`src/rtl/stms_pkg.sv`:
```
// Package with shared types and constants for the sparse triplet multiply-subtract core.
package stms_pkg;

  localparam int AccumDepth = 4096;
  localparam int DenseDepth = 4096;
  localparam int AccumAw = $clog2(AccumDepth);
  localparam int DenseAw = $clog2(DenseDepth);

  typedef enum logic [1:0] {
    CMD_WRITE_C = 2'd0,
    CMD_WRITE_A = 2'd1,
    CMD_TRIPLET = 2'd2,
    CMD_READ_A  = 2'd3
  } cmd_t;

  typedef enum logic [1:0] {
    ST_OK       = 2'd0,
    ST_ADDR_ERR = 2'd1,
    ST_TRIP_ERR = 2'd2
  } status_t;

  localparam logic [1:0] REG_ROWS_PER_STEP = 2'd0;
  localparam logic [1:0] REG_DENSE_COLS    = 2'd1;
  localparam logic [1:0] REG_TIME_STEPS    = 2'd2;
  localparam logic [1:0] REG_C_LEAD        = 2'd3;

  // Commands from the controller to the datapath.
  typedef struct packed {
    logic load;       // capture the accepted item
    logic div_start;  // start row division
    logic div_step;   // one restoring-division step
    logic chk1;       // first range check (last column step index)
    logic chk2;       // second range check (last-address products)
    logic chk3;       // address compare
    logic col_init;   // set up column walk
    logic rd;         // issue store reads for current column
    logic mul;        // register product
    logic wr;         // write back and advance column
    logic simple;     // perform write/read command
    logic finish;     // load output register
  } dp_cmd_t;

  typedef struct packed {
    logic    trip_ok;
    logic    last_col;
    logic    zero_cols;
    cmd_t    cmd;
  } dp_stat_t;

endpackage

```
`src/rtl/stms_ctrl.sv`:
```
// Controller state machine of the sparse triplet multiply-subtract core.
module stms_ctrl import stms_pkg::*; (
  input  logic     clk,
  input  logic     rst,
  input  logic     in_fire,
  output logic     in_ready,
  output logic     out_load,
  input  logic     out_busy,
  output dp_cmd_t  cmd,
  input  dp_stat_t stat
);

  typedef enum logic [3:0] {
    S_IDLE, S_DECODE, S_DIV, S_CHK1, S_CHK2, S_CHK3, S_INIT,
    S_RD, S_MUL, S_WR, S_SIMPLE, S_SIMPLE2, S_FIN
  } state_t;

  state_t     state;
  logic [3:0] cnt;

  assign in_ready = (state == S_IDLE);

  always_comb begin
    cmd = '0;
    cmd.load      = in_fire;
    cmd.div_start = (state == S_DECODE);
    cmd.div_step  = (state == S_DIV);
    cmd.chk1      = (state == S_CHK1);
    cmd.chk2      = (state == S_CHK2);
    cmd.chk3      = (state == S_CHK3);
    cmd.col_init  = (state == S_INIT);
    cmd.rd        = (state == S_RD);
    cmd.mul       = (state == S_MUL);
    cmd.wr        = (state == S_WR);
    cmd.simple    = (state == S_SIMPLE);
    cmd.finish    = (state == S_FIN) && !out_busy;
  end
  assign out_load = cmd.finish;

  always_ff @(posedge clk) begin
    if (rst) begin
      state <= S_IDLE;
      cnt   <= '0;
    end else begin
      unique case (state)
        S_IDLE:   if (in_fire) state <= S_DECODE;
        S_DECODE: begin
          cnt   <= '0;
          state <= (stat.cmd == CMD_TRIPLET) ? S_DIV : S_SIMPLE;
        end
        S_DIV: begin
          cnt <= cnt + 4'd1;
          if (cnt == 4'd11) state <= S_CHK1;
        end
        S_CHK1:   state <= S_CHK2;
        S_CHK2:   state <= S_CHK3;
        S_CHK3:   state <= S_INIT;
        S_INIT:   state <= (!stat.trip_ok || stat.zero_cols) ? S_FIN : S_RD;
        S_RD:     state <= S_MUL;
        S_MUL:    state <= S_WR;
        S_WR:     state <= stat.last_col ? S_FIN : S_RD;
        S_SIMPLE: state <= S_SIMPLE2;
        S_SIMPLE2: state <= S_FIN;
        S_FIN:    if (!out_busy) state <= S_IDLE;
        default:  state <= S_IDLE;
      endcase
    end
  end

endmodule

```
`config.mk`:
```
export PLATFORM = sky130hd
export DESIGN_NAME = stms_ctrl
export DESIGN_NICKNAME = d
export VERILOG_FILES = /design/src/rtl/stms_pkg.sv /design/src/rtl/stms_ctrl.sv
export SDC_FILE = /design/constraint.sdc
export NUM_CORES = 1
export LEC_CHECK = 0
export ABC_AREA = 1
export BUFFER_PORTS_ARGS = -buffer_cell sky130_fd_sc_hd__buf_2
export CAP_MARGIN = 5
export CORE_MARGIN = 8
export CORE_UTILIZATION = 46
export CTS_BUF_LIST = sky130_fd_sc_hd__clkbuf_4 sky130_fd_sc_hd__clkbuf_8 sky130_fd_sc_hd__clkbuf_16
export DETAILED_ROUTE_END_ITERATION = 16
export GPL_ROUTABILITY_DRIVEN = 0
export HOLD_SLACK_MARGIN = 0.02
export PLACE_DENSITY = 0.82
export SLEW_MARGIN = 20
export SYNTH_ARGS = -nofsm -noshare
export SYNTH_HDL_FRONTEND = slang
export SYNTH_SLANG_ARGS = --single-unit
export TNS_END_PERCENT = 1
```
`constraint.sdc`:
```
create_clock -name clk -period 1.71 [get_ports clk]
set_input_delay 0.513 -clock clk [delete_from_list [all_inputs] [get_ports clk]]
set_output_delay 0.513 -clock clk [all_outputs]
set_load 0.01 [all_outputs]
```
# Yosys cells after proc, flatten, opt, wreduce, memory -nomap -nowiden
# Cells that the tools add are included.
# word_totals
ff_bits	8
input_bits	9
out_inout_bits	14
word_cells	35
# op_classes
n_addsub	1
n_eq_ne	17
mux	8
n_reduce_logical	7
# op_table
cell	count
one-hot mux 4 bit (13 select lines)	1
equality test 4 bit (second input constant)	6
2-to-1 mux 4 bit	6
equality test 4 x 3 -> 1 bit (second input constant)	4
equality test 4 x 2 -> 1 bit (second input constant)	2
one-hot mux 4 bit (2 select lines)	1
adder 4 x 1 -> 4 bit (second input constant)	1
equality test 4 x 1 -> 1 bit (second input constant)	1
zero test 4 bit	1
inequality test 2 bit (second input constant)	2
AND reduction 3 bit	1
equality test 2 bit (second input constant)	1
zero test 1 bit	2
inequality test 2 x 1 -> 1 bit (second input constant)	1
nonzero test 2 bit	1
logical AND 1 bit	1
logical OR 1 bit	1

# Depth between registers and ports, before layout
# Gate-level depths: netlist (run 1).
# logic_depth
ltp_word	4
ltp_mapped	9

# Worst setup path after synthesis (run 1)
# OpenSTA, ideal clock, no wires.
# synth_path
path_kind	register to output
start	register state[1]
end	output cmd[0] (netlist name)
arrival_ns	1.043
slack_ns	0.154
stages_incl_launch_ff	5
path_buffers	1
cell_sequence	dfxtp_1 > nor2_1 > nand3_1 > nor2_1 > buf_4
# synth_via
elab_chain_len	2
# synth_lines
item	line	text
start, declared	stms_ctrl.sv:18	state_t state;
start signal, assigned	stms_ctrl.sv:49	state <= (stat.cmd == CMD_TRIPLET) ? S_DIV : S_SIMPLE;
start signal, assigned	stms_ctrl.sv:58	S_INIT: state <= (!stat.trip_ok || stat.zero_cols) ? S_FIN : S_RD;
start signal, assigned	stms_ctrl.sv:61	S_WR: state <= stat.last_col ? S_FIN : S_RD;
equality test 4 bit	stms_ctrl.sv:36	cmd.finish = (state == S_FIN) && !out_busy;
logical AND 1 bit	stms_ctrl.sv:36	
end, declared	stms_ctrl.sv:9	output dp_cmd_t cmd,
# Every way passes these cells.

==> results.sh, run 1 <==
export IMPL_netlist_top_cell_by_area="dfxtp_1"
export IMPL_postRouteAntennaNets=0
export IMPL_drt_total_wl_um=1550
export IMPL_whs_path_depth=2
export IMPL_insertedDiodeCount=0
export IMPL_syn2layout_area_growth_pct=28.5
export IMPL_synth_top_cell_area_share=0.267
export IMPL_critPathLaunch="state[0]"
export IMPL_p_switching_uw=573
export IMPL_syn_avg_cell_area_um2=5.89
export IMPL_end_kind="output port"
export IMPL_multi_input_area_um2=374
export IMPL_wl_per_cell_um=11.0
export IMPL_core_um2=1250
export IMPL_max_cap_viol_count=0
export IMPL_seq_area_frac_synth=0.267
export IMPL_p_clk_frac=0.131
export IMPL_period_share=0.976
export IMPL_synth_common_cells="25 x nand2_1, 19 x inv_1, 14 x nor2_1"
export IMPL_synthesis_instances=102
export IMPL_drive_gt1_frac=0.360
export IMPL_fin_crit_ns=1.67
export IMPL_postCtsHoldBufs=0
export IMPL_post_drt_via_cell_ratio=4.84
export IMPL_final_net_count=137
export IMPL_timing_rr_start="cnt[0]"
export IMPL_slew_headroom=0.872
export IMPL_powerDensity_nw_per_um2=1470
export IMPL_rows=13
export IMPL_dieWidth_um=52.1
export IMPL_clockBufferDepth=2
export IMPL_ff2ff_path_depth=9
export IMPL_crit_path_start_kind="register"
export IMPL_synth_edf_count=0
export IMPL_cts_root_buf="clkbuf_4"
export IMPL_start_util=0.480
export IMPL_clock_skew_ns=0.00486
export IMPL_yosysMostFrequentCell="nand2_1"
export IMPL_grt_first_pass_wirelength_um=2370
export IMPL_yosysWarnings=0
export IMPL_path_class="reg -> out"
export IMPL_antenna_found_initial=0
export IMPL_hold_start="cnt[3]"
export IMPL_vias=677
export IMPL_cts_inserted_buffers=3
export IMPL_status="completed"
export IMPL_drtIter0Drc=10
export IMPL_worstHoldPathType="reg -> reg"
export IMPL_crit_arrival_ns=1.16
export IMPL_hpwlAfterDp_um=1180
export IMPL_setup_viol=0
export IMPL_clock_sinks=8
export IMPL_p_int_uw=560
export IMPL_grt_use_total=0.112
export IMPL_synth_flop_cell="dfxtp_1"
export IMPL_fin_total_pwr_mw=1.13
export IMPL_ys_types=19
export IMPL_power_frac_comb=0.571
export IMPL_grt_max_degree=7
export IMPL_synth_seq_cells=8
export IMPL_max_freq_mhz=599
export IMPL_p_sw_frac=0.505
export IMPL_port_buffers=22
export IMPL_top_level_ports=23
export IMPL_cts_htree_levels=1
export IMPL_drv_slew=0
export IMPL_fillers=121
export IMPL_grt_overflow_total=0
export IMPL_rr_endpoint="state[0]"
export IMPL_clk_latency_ns=0.26
export IMPL_power_frac_seq=0.298
export IMPL_grt_pass1_vias=586
export IMPL_dieArea_um2=2720
export IMPL_drc=0
export IMPL_dr_pass1_iters=4
export IMPL_syn_area_um2=601
export IMPL_synth_area_leaders="dfxtp_1 27%, nand2_1 16%, inv_1 12%, nor2_1 8.8%, o21ai_0 5.8%"
export IMPL_finalHoldViolCount=0
export IMPL_power_leakage_nw=0.447
export IMPL_tightestPinTransition_ns=0.192
export IMPL_r2r_setup_slack_ns=0.54
export IMPL_peakVddDrop_mv=0.638
export IMPL_min_to="cnt[3]"
export IMPL_clk_pin_slew_ns=0.06
export IMPL_cts_tree="built"
export IMPL_cp_required_ns=1.20
export IMPL_die_y_um=52.1
export IMPL_totalNegativeSetupSlack_ns=0
export IMPL_crit_fanout=6
export IMPL_syn_num_nets=112
export IMPL_rsz0062_at_grt="yes"
export IMPL_synthArstFlopShare=0
export IMPL_register_area_um2=168
cell families (layout without fill, tap and decap cells):
logic type / after synthesis / after routing / share of synthesized area
AND/OR/NAND/NOR: 56 / 56 / 0.433
buffers and inverters: 23 / 46 / 0.156
AO/OA/AOI/OAI: 14 / 14 / 0.123
flip-flops: 8 / 8 / 0.267
adder cells (fa/ha/maj): 1 / 1 / 0.0208
worst max-delay path, stage by stage (launching register included):
cell and delay, ns:
dfxtp_2 0.37, inv_2 0.10, nand2_4 0.09, nor2_4 0.18
buf_2 0.16
worst max-delay path by stage:
stage,to,depth (start not counted)
global route,out_load,4
detailed placement,cmd[0],4
global placement,out_load,4
finish,cmd[9],4
floorplan,cmd[0],4
CTS,in_ready,4
layout by cell type, fill, tap and decap left out:
master    instances
o21ai_1           1
nand3_1           6
nand2_4           1
nand2_2           1
inv_2             3
dfxtp_1           4
nand2_1          25
a21oi_2           1
nor2_2            4
nor3_2            1
buf_2            22
dfxtp_4           1
ha_1              1
nor2_4            5
nand3b_1          1
clkbuf_4          3
a21oi_1           5
dfxtp_2           3
nor2_1           11
inv_1            18
o21ai_0           7
nand4_1           1
stage by stage:
step | hold slack (ns) | setup WS (ns) | utilization | std cells | instance area (µm²)
floorplan | 0.447 | 0.154 | - | 102 | 601
global placement | 0.469 | 0.237 | 0.570 | 137 | 714
detailed placement | 0.466 | 0.211 | 0.570 | 137 | 714
CTS | 0.473 | 0.000270 | 0.595 | 140 | 746
global route | 0.484 | -0.0185 | 0.616 | 140 | 772
finish | 0.475 | 0.0417 | 0.616 | 140 | 772
repair_timing:
item	CTS	global route
gates resized for setup	3	10
endpoints found under the setup margin	7	12
setup buffers	0	0
sequential cells by signal, summed over array words and instances (netlist names):
| signal | count |
|---|---|
| state | 4 |
| cnt | 4 |
final cells by class:
type / count / share of cell area
Sequential cell: 8 / 0.217
Multi-Input combinational cell: 71 / 0.485
Tap cell: 15 / 0.0243
Timing Repair Buffer: 22 / 0.143
Inverter: 21 / 0.102
Clock buffer: 3 / 0.0292
power groups by stage:
stage / registers [mW] / logic (mW) / clock network, mW
after floorplan: 0.293 / 0.450 / 0
after global placement: 0.300 / 0.595 / 0
after detailed placement: 0.302 / 0.610 / 0
after CTS: 0.305 / 0.623 / 0.149
after global routing: 0.348 / 0.717 / 0.160
final: 0.337 / 0.647 / 0.148
metal layers:
metal / GRT usage / part of all wire / vias up
met5: 0 / 0 / -
met4: 0.0517 / 0.013 / 0
met3: 0.0228 / 0.063 / 2
met1: 0.122 / 0.41 / 301
li1: - / - / 360
met2: 0.200 / 0.51 / 14
Note: power is estimated with default switching activity, not from simulation.
==> run 2: changes to the inputs <==
Settings changed: REMOVE_ABC_BUFFERS set to 1.
==> results.sh, run 2 (synthesis gave the netlist of run 1 again) <==
export IMPL_status="completed"
export IMPL_slew_headroom=0.864
export IMPL_register_area_um2=170
export IMPL_powerDensity_nw_per_um2=1440
export IMPL_insertedDiodeCount=0
export IMPL_clk_pin_slew_ns=0.05
export IMPL_path_class="reg -> out"
export IMPL_fin_crit_ns=1.67
export IMPL_cts_tree="built"
export IMPL_drive_gt1_frac=0.336
export IMPL_syn2layout_area_growth_pct=27.7
export IMPL_vias=705
export IMPL_postCtsHoldBufs=0
export IMPL_drtIter0Drc=23
export IMPL_ff2ff_path_depth=9
export IMPL_final_area_um2=767
export IMPL_grt_use_total=0.117
export IMPL_clock_skew_ns=0.000529
export IMPL_pre_cts_ws_ns=0.217
export IMPL_multi_input_area_um2=367
export IMPL_top_level_ports=23
export IMPL_peakVddDrop_mv=0.600
export IMPL_wl_per_cell_um=11.0
export IMPL_clockBufferDepth=2
export IMPL_r2r_setup_slack_ns=0.52
export IMPL_placed_area_um2=714
export IMPL_cts_inserted_buffers=3
export IMPL_clk_latency_ns=0.25
export IMPL_grt_max_degree=7
export IMPL_grt_first_pass_wirelength_um=2460
export IMPL_end_kind="output port"
export IMPL_crit_arrival_ns=1.15
export IMPL_mostFrequentLayoutCells="25 x nand2_1, 22 x buf_2, 19 x inv_1"
export IMPL_max_cap_viol_count=0
export IMPL_worst_slack_ns=0.0434
export IMPL_postRouteAntennaNets=0
export IMPL_fillers=114
export IMPL_drc=0
export IMPL_dieArea_um2=2720
export IMPL_port_buffers=22
export IMPL_max_freq_mhz=600
export IMPL_drv_slew=0
export IMPL_clock_sinks=8
export IMPL_cp_required_ns=1.20
export IMPL_power_leakage_nw=0.447
export IMPL_antenna_found_initial=0
export IMPL_rows=13
export IMPL_die_y_um=52.1
export IMPL_crit_path_start_kind="register"
export IMPL_dr_pass1_iters=4
export IMPL_whs_path_depth=2
export IMPL_grt_pass1_vias=673
export IMPL_finalHoldViolCount=0
export IMPL_biggestRegsByFlops="cnt (4), state (4)"
export IMPL_cts_htree_levels=1
export IMPL_final_net_count=137
export IMPL_crit_fanout=6
export IMPL_tightestPinTransition_ns=0.203
export IMPL_setup_viol=0
export IMPL_worstHoldPathType="in -> reg"
export IMPL_hpwlAfterDp_um=1240
export IMPL_cts_root_buf="clkbuf_4"
export IMPL_rsz0062_at_grt="yes"
export IMPL_post_drt_via_cell_ratio=5.04
export IMPL_drt_total_wl_um=1540
export IMPL_postCtsSetupBuffers=0
export IMPL_start_util=0.480
export IMPL_grt_overflow_total=0
export IMPL_core_um2=1250
export IMPL_dieWidth_um=52.1
export IMPL_final_common_cell="nand2_1"
export IMPL_period_share=0.975
## run 2: worst paths after layout
check / startpoint / endpoint
hold reg to reg: cnt[3] / cnt[3]
setup / recovery: state[2] / cmd[4]
setup reg to reg: cnt[0] / state[0]
hold / removal: rst / state[0]
## run 2: what timing repair did
item / 4_1_cts / 5_1_grt
setup endpoints to repair: 6 / 13
gates resized for setup: 3 / 8
pin swaps: 0 / 1
## run 2: worst max-delay path: stages, from the launching register on
cell and delay (ns):
dfxtp_4 0.39, inv_1 0.05, nor2_1 0.17, nand2_1 0.11, inv_1 0.06, buf_2 0.12
## run 2: layout make-up
cell class,instances,share of cell area
multi-input cells,71,0.478
well taps,15,0.0245
inverters,21,0.103
repair buffers,22,0.144
clock buffers,3,0.0294
flip-flops and latches,8,0.222
## run 2: where the power goes
| group | switching [mW] | leakage [nW] | internal [mW] |
|---|---|---|---|
| Clock | 0.0628 | 0.0138 | 0.0802 |
| Combinational | 0.402 | 0.365 | 0.229 |
| Sequential | 0.0856 | 0.0673 | 0.246 |
| Total | 0.551 | 0.447 | 0.555 |
## run 2: metrics by stage
stage,setup TNS [ns],cells,hold slack (ns),total power [mW],util
2_1_floorplan,0,100,0.447,0.740,-
3_3_place_gp,0,137,0.466,0.890,0.570
3_5_place_dp,0,137,0.471,0.911,0.570
4_1_cts,0,140,0.478,1.07,0.595
5_1_grt,-0.112,140,0.477,1.21,0.612
6_report,0,140,0.474,1.11,0.612
## run 2: routing by layer
metal	global-route usage	part of all wire	vias up
met4	0.0819	0.016	0
li1	-	-	358
met2	0.222	0.53	22
met5	0	0	-
met1	0.100	0.38	321
met3	0.0342	0.076	4
==> run 3: changes to the inputs <==
Settings changed: CORE_UTILIZATION 46 to 45, PLACE_DENSITY 0.82 to 0.8.
==> results.sh, run 3 (synthesis gave the netlist of run 1 again) <==
export IMPL_status="completed"
export IMPL_top_level_ports=23
export IMPL_placed_cells=137
export IMPL_cts_inserted_buffers=3
export IMPL_crit_arrival_ns=1.17
export IMPL_p_sw_frac=0.493
export IMPL_biggestRegsByFlops="cnt (4), state (4)"
export IMPL_crit_chain="nor2_2, inv_2, nor2_4, buf_2"
export IMPL_grt_pass1_vias=531
export IMPL_path_class="reg -> out"
export IMPL_peakVddDrop_mv=0.576
export IMPL_setup_viol=0
export IMPL_hold_start="cnt[3]"
export IMPL_clock_skew_ns=0.00740
export IMPL_powerDensity_nw_per_um2=1420
export IMPL_rows=13
export IMPL_whs_path_depth=2
export IMPL_final_common_cell="nand2_1"
export IMPL_hold_ws_ns=0.477
export IMPL_slowest_stage="dfxtp_2"
export IMPL_cts_tree="built"
export IMPL_timing_rr_start="state[1]"
export IMPL_power_leakage_nw=0.445
export IMPL_cts_htree_levels=1
export IMPL_clk_pin_slew_ns=0.05
export IMPL_vias=671
export IMPL_wl_per_cell_um=9.93
export IMPL_postRouteAntennaNets=0
export IMPL_postCtsHoldBufs=0
export IMPL_drive_gt1_frac=0.352
export IMPL_cp_top_family="flip-flops"
export IMPL_core_um2=1270
export IMPL_crit_fanout=6
export IMPL_drtIter0Drc=12
export IMPL_postCtsSetupBuffers=0
export IMPL_p_clk_frac=0.133
export IMPL_drv_slew=0
export IMPL_syn2layout_area_growth_pct=26.5
export IMPL_drt_total_wl_um=1390
export IMPL_final_net_count=137
export IMPL_clock_sinks=8
export IMPL_dieWidth_um=52.5
export IMPL_start_util=0.473
export IMPL_p_switching_uw=532
export IMPL_power_frac_seq=0.298
export IMPL_clockBufferDepth=2
export IMPL_dieArea_um2=2760
export IMPL_fin_total_pwr_mw=1.08
export IMPL_mostFrequentLayoutCells="25 x nand2_1, 22 x buf_2, 19 x inv_1"
export IMPL_rsz0062_at_grt="yes"
export IMPL_slew_headroom=0.870
export IMPL_totalNegativeSetupSlack_ns=0
export IMPL_multi_input_area_um2=364
export IMPL_drc=0
export IMPL_insertedDiodeCount=0
export IMPL_clk_latency_ns=0.25
export IMPL_max_cap_viol_count=0
export IMPL_die_y_um=52.5
export IMPL_fin_crit_ns=1.68
export IMPL_register_area_um2=165
export IMPL_cp_buffers_inverters=2
export IMPL_post_drt_via_cell_ratio=4.79
export IMPL_port_buffers=22
export IMPL_min_to="cnt[3]"
export IMPL_tightestPinTransition_ns=0.195
export IMPL_ff2ff_path_depth=7
export IMPL_rr_endpoint="state[0]"
export IMPL_p_int_uw=548
export IMPL_end_kind="output port"
export IMPL_power_frac_comb=0.570
export IMPL_grt_use_total=0.103
export IMPL_fillers=119
export IMPL_grt_first_pass_wirelength_um=2150
export IMPL_cp_required_ns=1.20
export IMPL_finalHoldViolCount=0
export IMPL_antenna_found_initial=0
export IMPL_r2r_setup_slack_ns=0.57
export IMPL_period_share=0.982
export IMPL_grt_max_degree=7
export IMPL_dr_pass1_iters=4
export IMPL_cts_root_buf="clkbuf_4"
export IMPL_crit_path_start_kind="register"
export IMPL_max_freq_mhz=596
export IMPL_grt_overflow_total=0
export IMPL_max_stage_delay_ns=0.34
export IMPL_layout_cells_non_filler=140
export IMPL_hpwlAfterDp_um=1150
export IMPL_final_util=0.599
export IMPL_worstHoldPathType="reg -> reg"
==> run 3: cell count changes in the layout (fill, tap and decap cells not counted) <==
| cell | delta |
|---|---|
| nor2_2 | +3 |
| dfxtp_2 | +2 |
| dfxtp_4 | -2 |
| nor2_4 | -2 |
| nor2_1 | -1 |
| nor3_1 | -1 |
| nor3_2 | +1 |
==> run 3: timing repair <==
| item | CTS | global route |
|---|---|---|
| endpoints found under the setup margin | 3 | 12 |
| pin swaps | 0 | 1 |
| resized for setup | 2 | 7 |
==> run 3: stage by stage <==
step | setup slack, ns | instance area [µm²]
after floorplan | 0.232 | 586
after global placement | 0.237 | 714
after detailed placement | 0.207 | 714
after CTS | -0.00788 | 741
after global routing | -0.0396 | 759
final | 0.0316 | 759
==> run 3: area by class of cell <==
cell class / instances / share of cell area
well taps: 15 / 0.0247
flip-flops and latches: 8 / 0.217
clock buffers: 3 / 0.0297
repair buffers: 22 / 0.145
multi-input cells: 71 / 0.479
inverters: 21 / 0.104
==> run 3: layer usage <==
metal	vias to the layer above	GRT usage	wire length, µm
met5	-	0	0
met3	2	0.0284	118
met1	293	0.112	593
met4	0	0.0647	21
met2	15	0.170	657
li1	361	-	-
==> run 3: power by group through the flow <==
stage	clock network (mW)	registers [mW]	logic, mW
after floorplan	0	0.293	0.447
after global placement	0	0.299	0.591
after detailed placement	0	0.303	0.594
after CTS	0.152	0.303	0.599
after global routing	0.160	0.333	0.682
final	0.143	0.322	0.615
==> run 3: worst max-delay path by stage <==
stage                  start        to  slack [ns]  depth (start not counted)
detailed placement  state[1]  out_load        0.21                          4
finish              state[2]    cmd[9]        0.03                          4
global placement    state[1]  out_load        0.24                          4
global route        state[2]    cmd[9]       -0.04                          4
floorplan           state[1]    cmd[0]        0.23                          3
CTS                 state[1]    cmd[0]      -0.008                          4
==> run 3: worst min-delay path, delay by kind of cell (launching register included) <==
kind / cells / cell delay [ns]
flip-flops: 1 / 0.32
AND/OR/NAND/NOR: 1 / 0.07
AO/OA/AOI/OAI: 1 / 0.05
